File: src/hdl/iqm_pkg.sv
`timescale 1ns / 1ps

package iqm_pkg;

   // Fixed geometry of the packed words
   localparam int BYTE_W     = 8;
   localparam int WORD_W     = 32;
   localparam int WORD_LANES = WORD_W / BYTE_W;

   // Saturation bounds of an int8 result
   localparam logic signed [WORD_W-1:0] SAT_MAX = 32'sd127;
   localparam logic signed [WORD_W-1:0] SAT_MIN = -32'sd128;

   // Register indexes of the configuration port
   localparam int CSR_INDEX_W = 2;
   localparam logic [CSR_INDEX_W-1:0] CSR_QUANT_MULTIPLIER = 2'd0;
   localparam logic [CSR_INDEX_W-1:0] CSR_QUANT_SHIFT      = 2'd1;
   localparam logic [CSR_INDEX_W-1:0] CSR_RELU_ENABLE      = 2'd2;

   // Input word
   typedef struct packed {
      logic [WORD_W-1:0] weight_word;
      logic [WORD_W-1:0] activation_word;
      logic              last;
   } iqm_req_type;

   // Result word
   typedef struct packed {
      logic [WORD_W-1:0] packed_result;
   } iqm_rsp_type;

   // Requantization settings
   typedef struct packed {
      logic [WORD_W-1:0] quant_multiplier;
      logic [4:0]        quant_shift;
      logic              relu_enable;
   } iqm_cfg_type;

   // Per-cycle lane strobes
   typedef struct packed {
      logic accumulate;   // add this word's product
      logic requant;      // take acc * multiplier, clear acc
      logic settle;       // shift, clamp and store the byte
   } iqm_lane_ctl_type;

endpackage

File: src/hdl/iqm_lane.sv
`timescale 1ns / 1ps

module iqm_lane
   import iqm_pkg::*;
(
   input  logic                     clock,
   input  logic                     reset,
   input  iqm_lane_ctl_type         ctl,
   input  iqm_cfg_type              cfg,
   input  logic signed [BYTE_W-1:0] weight,
   input  logic signed [BYTE_W-1:0] activation,
   output logic [BYTE_W-1:0]        result
);

   logic [WORD_W-1:0]          acc_ff, acc_in;
   logic [WORD_W-1:0]          prod_ff, prod_in;
   logic [BYTE_W-1:0]          byte_ff, byte_in;
   logic signed [2*BYTE_W-1:0] mac_product;
   logic signed [WORD_W-1:0]   shifted;
   logic signed [WORD_W-1:0]   clamped;

   // int8 x int8 product, sign-extended into the wrapping accumulator
   assign mac_product = weight * activation;

   always_comb begin
      acc_in = acc_ff;
      if (ctl.requant) begin
         acc_in = '0;
      end else if (ctl.accumulate) begin
         acc_in = acc_ff + {{(WORD_W-2*BYTE_W){mac_product[2*BYTE_W-1]}}, mac_product};
      end
   end

   always_ff @(posedge clock) begin
      if (reset) begin
         acc_ff <= '0;
      end else begin
         acc_ff <= acc_in;
      end
   end

   // Requant multiply, low word only
   assign prod_in = acc_ff * cfg.quant_multiplier;

   always_ff @(posedge clock) begin
      if (ctl.requant) begin
         prod_ff <= prod_in;
      end
   end

   // Arithmetic shift, optional ReLU, clamp to int8
   always_comb begin
      shifted = $signed(prod_ff) >>> cfg.quant_shift;
      clamped = shifted;
      if (cfg.relu_enable && shifted < 0) begin
         clamped = '0;
      end
      if (clamped > SAT_MAX) begin
         clamped = SAT_MAX;
      end else if (clamped < SAT_MIN) begin
         clamped = SAT_MIN;
      end
      byte_in = clamped[BYTE_W-1:0];
   end

   always_ff @(posedge clock) begin
      if (ctl.settle) begin
         byte_ff <= byte_in;
      end
   end

   assign result = byte_ff;

endmodule

File: config.mk
export PLATFORM = sky130hd
export DESIGN_NAME = iqm_lane
export DESIGN_NICKNAME = d
export VERILOG_FILES = /design/src/hdl/iqm_pkg.sv /design/src/hdl/iqm_lane.sv
export SDC_FILE = /design/constraint.sdc
export NUM_CORES = 2
export LEC_CHECK = 0
export BUFFER_PORTS_ARGS = -buffer_cell sky130_fd_sc_hd__buf_2
export CORE_ASPECT_RATIO = 2
export CORE_MARGIN = 2
export CORE_UTILIZATION = 40
export DETAILED_ROUTE_END_ITERATION = 8
export PLACE_DENSITY = 0.59
export SYNTH_ARGS = -nofsm -noshare
export SYNTH_HDL_FRONTEND = slang
export SYNTH_SLANG_ARGS = --single-unit
export TNS_END_PERCENT = 10
File: constraint.sdc
create_clock -name clock -period 7.18 [get_ports clock]
set_clock_uncertainty 0.1 [all_clocks]
set_input_delay 0.718 -clock clock [delete_from_list [all_inputs] [get_ports clock]]
set_output_delay 0.718 -clock clock [all_outputs]
set_load 0.03 [all_outputs]
Yosys cells after proc, flatten, opt, wreduce, memory -nomap -nowiden
Index checks and enable logic that the tools add are counted.
{"block": "classes", "n_addsub": 1, "multipliers": 2, "n_lt_le_gt_ge": 3, "shift": 1, "mux": 2, "reduce_logical": 2}
{"cell": "$add 32x32->32", "n": 1}
{"cell": "$gt 32x8->1 const B", "n": 1}
{"cell": "$lt 32x1->1 const B", "n": 1}
{"cell": "$lt 32x8->1 const B", "n": 1}
{"cell": "$mul 32x32->32", "n": 1}
{"cell": "$mux 32", "n": 1}
{"cell": "$sshr 32x5->32", "n": 1}
{"cell": "$mul 8x8->16", "n": 1}
{"cell": "$mux 8", "n": 1}
{"cell": "$reduce_or 2->1", "n": 1}
{"cell": "$logic_and 1x1->1", "n": 1}
{"block": "word_totals", "reg_bits": 72, "in_bits": 59}

Longest topological paths before layout
{"block": "logic_depth", "depth_word": 6, "depth_mapped": 29, "mapped_depth_nobuf": 29}

Worst setup path before layout
No wires, ideal clock.
{"block": "synth_timing", "path_type": "input-to-reg", "start": "input cfg[9] (netlist bit)", "end": "register prod_ff[30] (data pin)", "arrival_time_ns": 7.171, "required_time_ns": 6.822, "setup_slack_ns": -0.349, "path_stages": 25, "n_path_buf": 3, "cell_sequence": "clkbuf_1 clkbuf_1 and2_1 fa_1 inv_1 fa_1 fa_1 fa_1 inv_1 fa_1 inv_1 fa_1 inv_1 fa_1 fa_1 ha_1 clkbuf_1 a21o_1 a21o_1 a21oi_1 o21ai_0 o41ai_1 o2111ai_1 a21oi_1 xnor2_1"}
{"block": "synth_via", "elab_chain_cells": 1}
{"item": "start, declared", "line": "iqm_lane.sv:9", "rtl": "input iqm_cfg_type cfg,"}
{"item": "$mul 32x32->32", "line": "iqm_lane.sv:43", "rtl": "assign prod_in = acc_ff * cfg.quant_multiplier;"}
{"item": "net prod_in[30]", "line": "iqm_lane.sv:16", "rtl": "logic [WORD_W-1:0] prod_ff, prod_in;"}
{"item": "end signal, assigned", "line": "iqm_lane.sv:47", "rtl": "prod_ff <= prod_in;"}
{"item": "end, declared", "line": "iqm_lane.sv:16"}
The timed path passes the listed nets, and every way through them passes these cells.
A chain may end at the register's enable or synchronous reset.

Final worst setup path
{"block": "layout_timing", "start": "input cfg[8] (netlist bit)", "end": "register prod_ff[30] (data pin)"}
Same word-level chain as after synthesis.

==> flow_summary.json <==
{
  "antenna_found_initial": 4,
  "clk_path_buf_depth": 2,
  "hold_class": "register to register",
  "fin_nets": 3581,
  "ys_ff_latch": 72,
  "ant_nets": 0,
  "syn_nets": 3318,
  "clk_latency_ns": 0.40,
  "cpMaxStageDelayCell": "fa_1",
  "rows": 126,
  "r2r_slack_ns": 0.11,
  "synth_edf_count": 40,
  "crit_type": "primary input to register",
  "synthDistinctLibCells": 69,
  "slew_headroom_pct": 36.4,
  "whs_ns": 0.477,
  "syn_inst": 2610,
  "wl_per_cell_um": 21.1,
  "fmax_mhz": 139,
  "syn_area_mm2": 0.0238,
  "grt_start_max_net_pins": 47,
  "viasPerCell": 5.19,
  "crit_chain": "buf_2 -> buf_12 -> buf_4 -> and2_1 -> fa_1 -> inv_1 -> fa_1 -> fa_1 -> fa_1 -> inv_1 -> fa_1 -> ha_1 -> fa_1 -> fa_1 -> ha_4 -> nand3_2 -> or4_4 -> o32ai_2 -> o41ai_2 -> buf_4 -> o2111ai_1 -> a21oi_1 -> xnor2_1",
  "syn_to_final_growth_pct": 16.5,
  "clock-sinks": 72,
  "setup_viol": 1,
  "grt_usage_pct": 26.1,
  "grt_pass1_wl_um": 118000,
  "avgSynthCellArea_um2": 9.11,
  "r2r-start": "acc_ff[16]$_SDFFE_PP0P_",
  "layout_commonest_cell": "inv_1",
  "synthArstFlopShare_pct": 0,
  "tns_ns": -0.00478,
  "initial_core_util_pct": 40.3,
  "reg2regPathDepth": 23,
  "ys.flop_type": "edfxtp_1",
  "dp_hpwl_um": 69300,
  "rsz0062_at_grt": "true",
  "layout_min_cycle_time_ns": 7.18,
  "clk_pin_slew_ns": 0.06,
  "power_density_mw_per_mm2": 533,
  "die_h_um": 349,
  "finalCritPeriodShare_pct": 100,
  "cts_tree": "done",
  "cts_hold_buf": 0,
  "worstHoldEndpoint": "acc_ff[30]$_SDFFE_PP0P_",
  "drive_above_1_share_pct": 15.9,
  "layout_common_cells": "492 x inv_1, 462 x fa_1, 349 x and2_1",
  "cpMostUsedCell": "fa_1",
  "cts_buffers": 9,
  "ios": 67,
  "setup_slack_ns": -0.00478,
  "crit_fanout": 20,
  "p_leak_nw": 13.8,
  "cp-start-kind": "primary input",
  "hp-start": "acc_ff[30]$_SDFFE_PP0P_",
  "io_buffers": 66,
  "maxCapViolCount": 0,
  "min_path_cells": 2,
  "finalHoldViolCount": 0,
  "drt_wl_total_um": 77000,
  "first_pass_iters": 5,
  "htreeDepth": 3,
  "worstMarginPinSlew_ns": 0.954,
  "slew_viol_final": 0,
  "num-fill-cells": 5790,
  "via_count": 18900,
  "cts_root_buf": "clkbuf_16",
  "worstPathRequired_ns": 7.20,
  "die_w_um": 176,
  "yosys_warnings": 0,
  "r2r-end": "prod_ff[30]$_DFFE_PP_",
  "grt_overflow": 0,
  "yosysSeqAreaShare_pct": 7.74,
  "dieArea_mm2": 0.0615,
  "end_kind": "register",
  "violations": "setup timing",
  "critPathArrivalTime_ns": 7.21,
  "drt-initial-drc-count": 704,
  "max_stage_delay_ns": 0.60,
  "status": "complete, but fails checks",
  "drc": 0,
  "first_global_vias": 21800,
  "gp_congestion": 0.950,
  "core_area_mm2": 0.0590,
  "cpLargestDelayFamily": "adder cells",
  "vdd_ir_drop_max_v": 0.000382,
  "worst-path-buf-inv": 6
}
[report_power, final]
| part | switching (mW) | internal, mW | leakage [nW] |
|---|---|---|---|
| sequential | 0.159 | 0.824 | 0.660 |
| combinational | 7.01 | 6.21 | 13.0 |
| clock | 0.219 | 0.340 | 0.162 |
[routing by layer]
| layer | share of wire [%] | GRT usage (%) | vias to the layer above |
|---|---|---|---|
| met4 | 11 | 24.3 | 2 |
| met3 | 2.6 | 2.43 | 308 |
| met5 | 0.014 | 0 | - |
| li1 | - | - | 8548 |
| met1 | 27 | 20.2 | 9535 |
| met2 | 59 | 53.6 | 526 |
[layout make-up]
class / count / area (µm²) / area share, %
multi-input combinational: 1922 / 19700 / 71.2
timing repair buffer: 374 / 2960 / 10.7
inverter: 494 / 1850 / 6.69
sequential: 72 / 1850 / 6.66
tap: 768 / 961 / 3.47
clock buffer: 9 / 225 / 0.812
clock inverter: 7 / 120 / 0.433
antenna: 1 / 2.50 / 0.00903
[state kept, by name (all words and copies together) (netlist names)]
name and cells:
acc_ff 32, prod_ff 32, result 8
[cell usage after synthesis, types with 14 or more instances]
cell,count,area [µm²]
inv_1,492,1850
fa_1,464,9290
and2_1,350,2190
nand2_1,299,1120
ha_1,185,2310
clkbuf_1,105,394
xnor2_1,97,850
nor2_1,85,319
a21oi_1,82,410
mux2i_1,50,500
edfxtp_1,40,1200
o21ai_0,37,185
a21o_1,34,255
dfxtp_1,32,641
xor2_1,29,254
mux4_2,18,405
o21a_1,15,113
a211oi_1,14,105
[worst max-delay path by stage]
stage / startpoint / to / depth (start not counted)
3_5_place_dp: weight[5] / acc_ff[24]$_SDFFE_PP0P_ / 30
4_1_cts: cfg[8] / prod_ff[30]$_DFFE_PP_ / 23
5_1_grt: cfg[8] / prod_ff[30]$_DFFE_PP_ / 25
6_report: cfg[8] / prod_ff[30]$_DFFE_PP_ / 23
2_1_floorplan: cfg[9] / prod_ff[30]$_DFFE_PP_ / 23
3_3_place_gp: activation[1] / acc_ff[24]$_SDFFE_PP0P_ / 30
[cell families after synthesis]
| kind of cell | count (synthesis) | share of synthesized area (%) |
|---|---|---|
| AND/OR/NAND/NOR | 809 | 17.2 |
| adder cells (fa/ha/maj) | 649 | 48.8 |
| buffers and inverters | 616 | 9.84 |
| AO/OA/AOI/OAI | 254 | 6.94 |
| XOR/XNOR | 126 | 4.64 |
| multiplexers | 84 | 4.82 |
| flip-flops | 72 | 7.74 |
[tightest hold or removal path, stage by stage, from the launching register on]
cell and delay [ns]:
dfxtp_1 0.37, nand2_1 0.09, o22ai_1 0.07
[what timing repair did]
action,4_1_cts,5_1_grt
endpoints found under the setup margin,9,16
pin swaps,0,11
gates resized for setup,10,22
setup buffers,0,2
[through the flow]
step	power, mW	instance area, µm²	cells	util (%)	setup WS, ns
6_report	14.8	27700	3647	47.0	-0.00478
5_1_grt	16.2	27700	3646	47.0	-0.139
4_1_cts	14.6	27600	3644	46.8	-0.0462
3_5_place_dp	13.9	27200	3628	46.2	-0.682
3_3_place_gp	13.6	27200	3628	46.2	-0.677
2_1_floorplan	9.04	23800	2610	-	-0.00799
(Power assumes the default switching activity.)
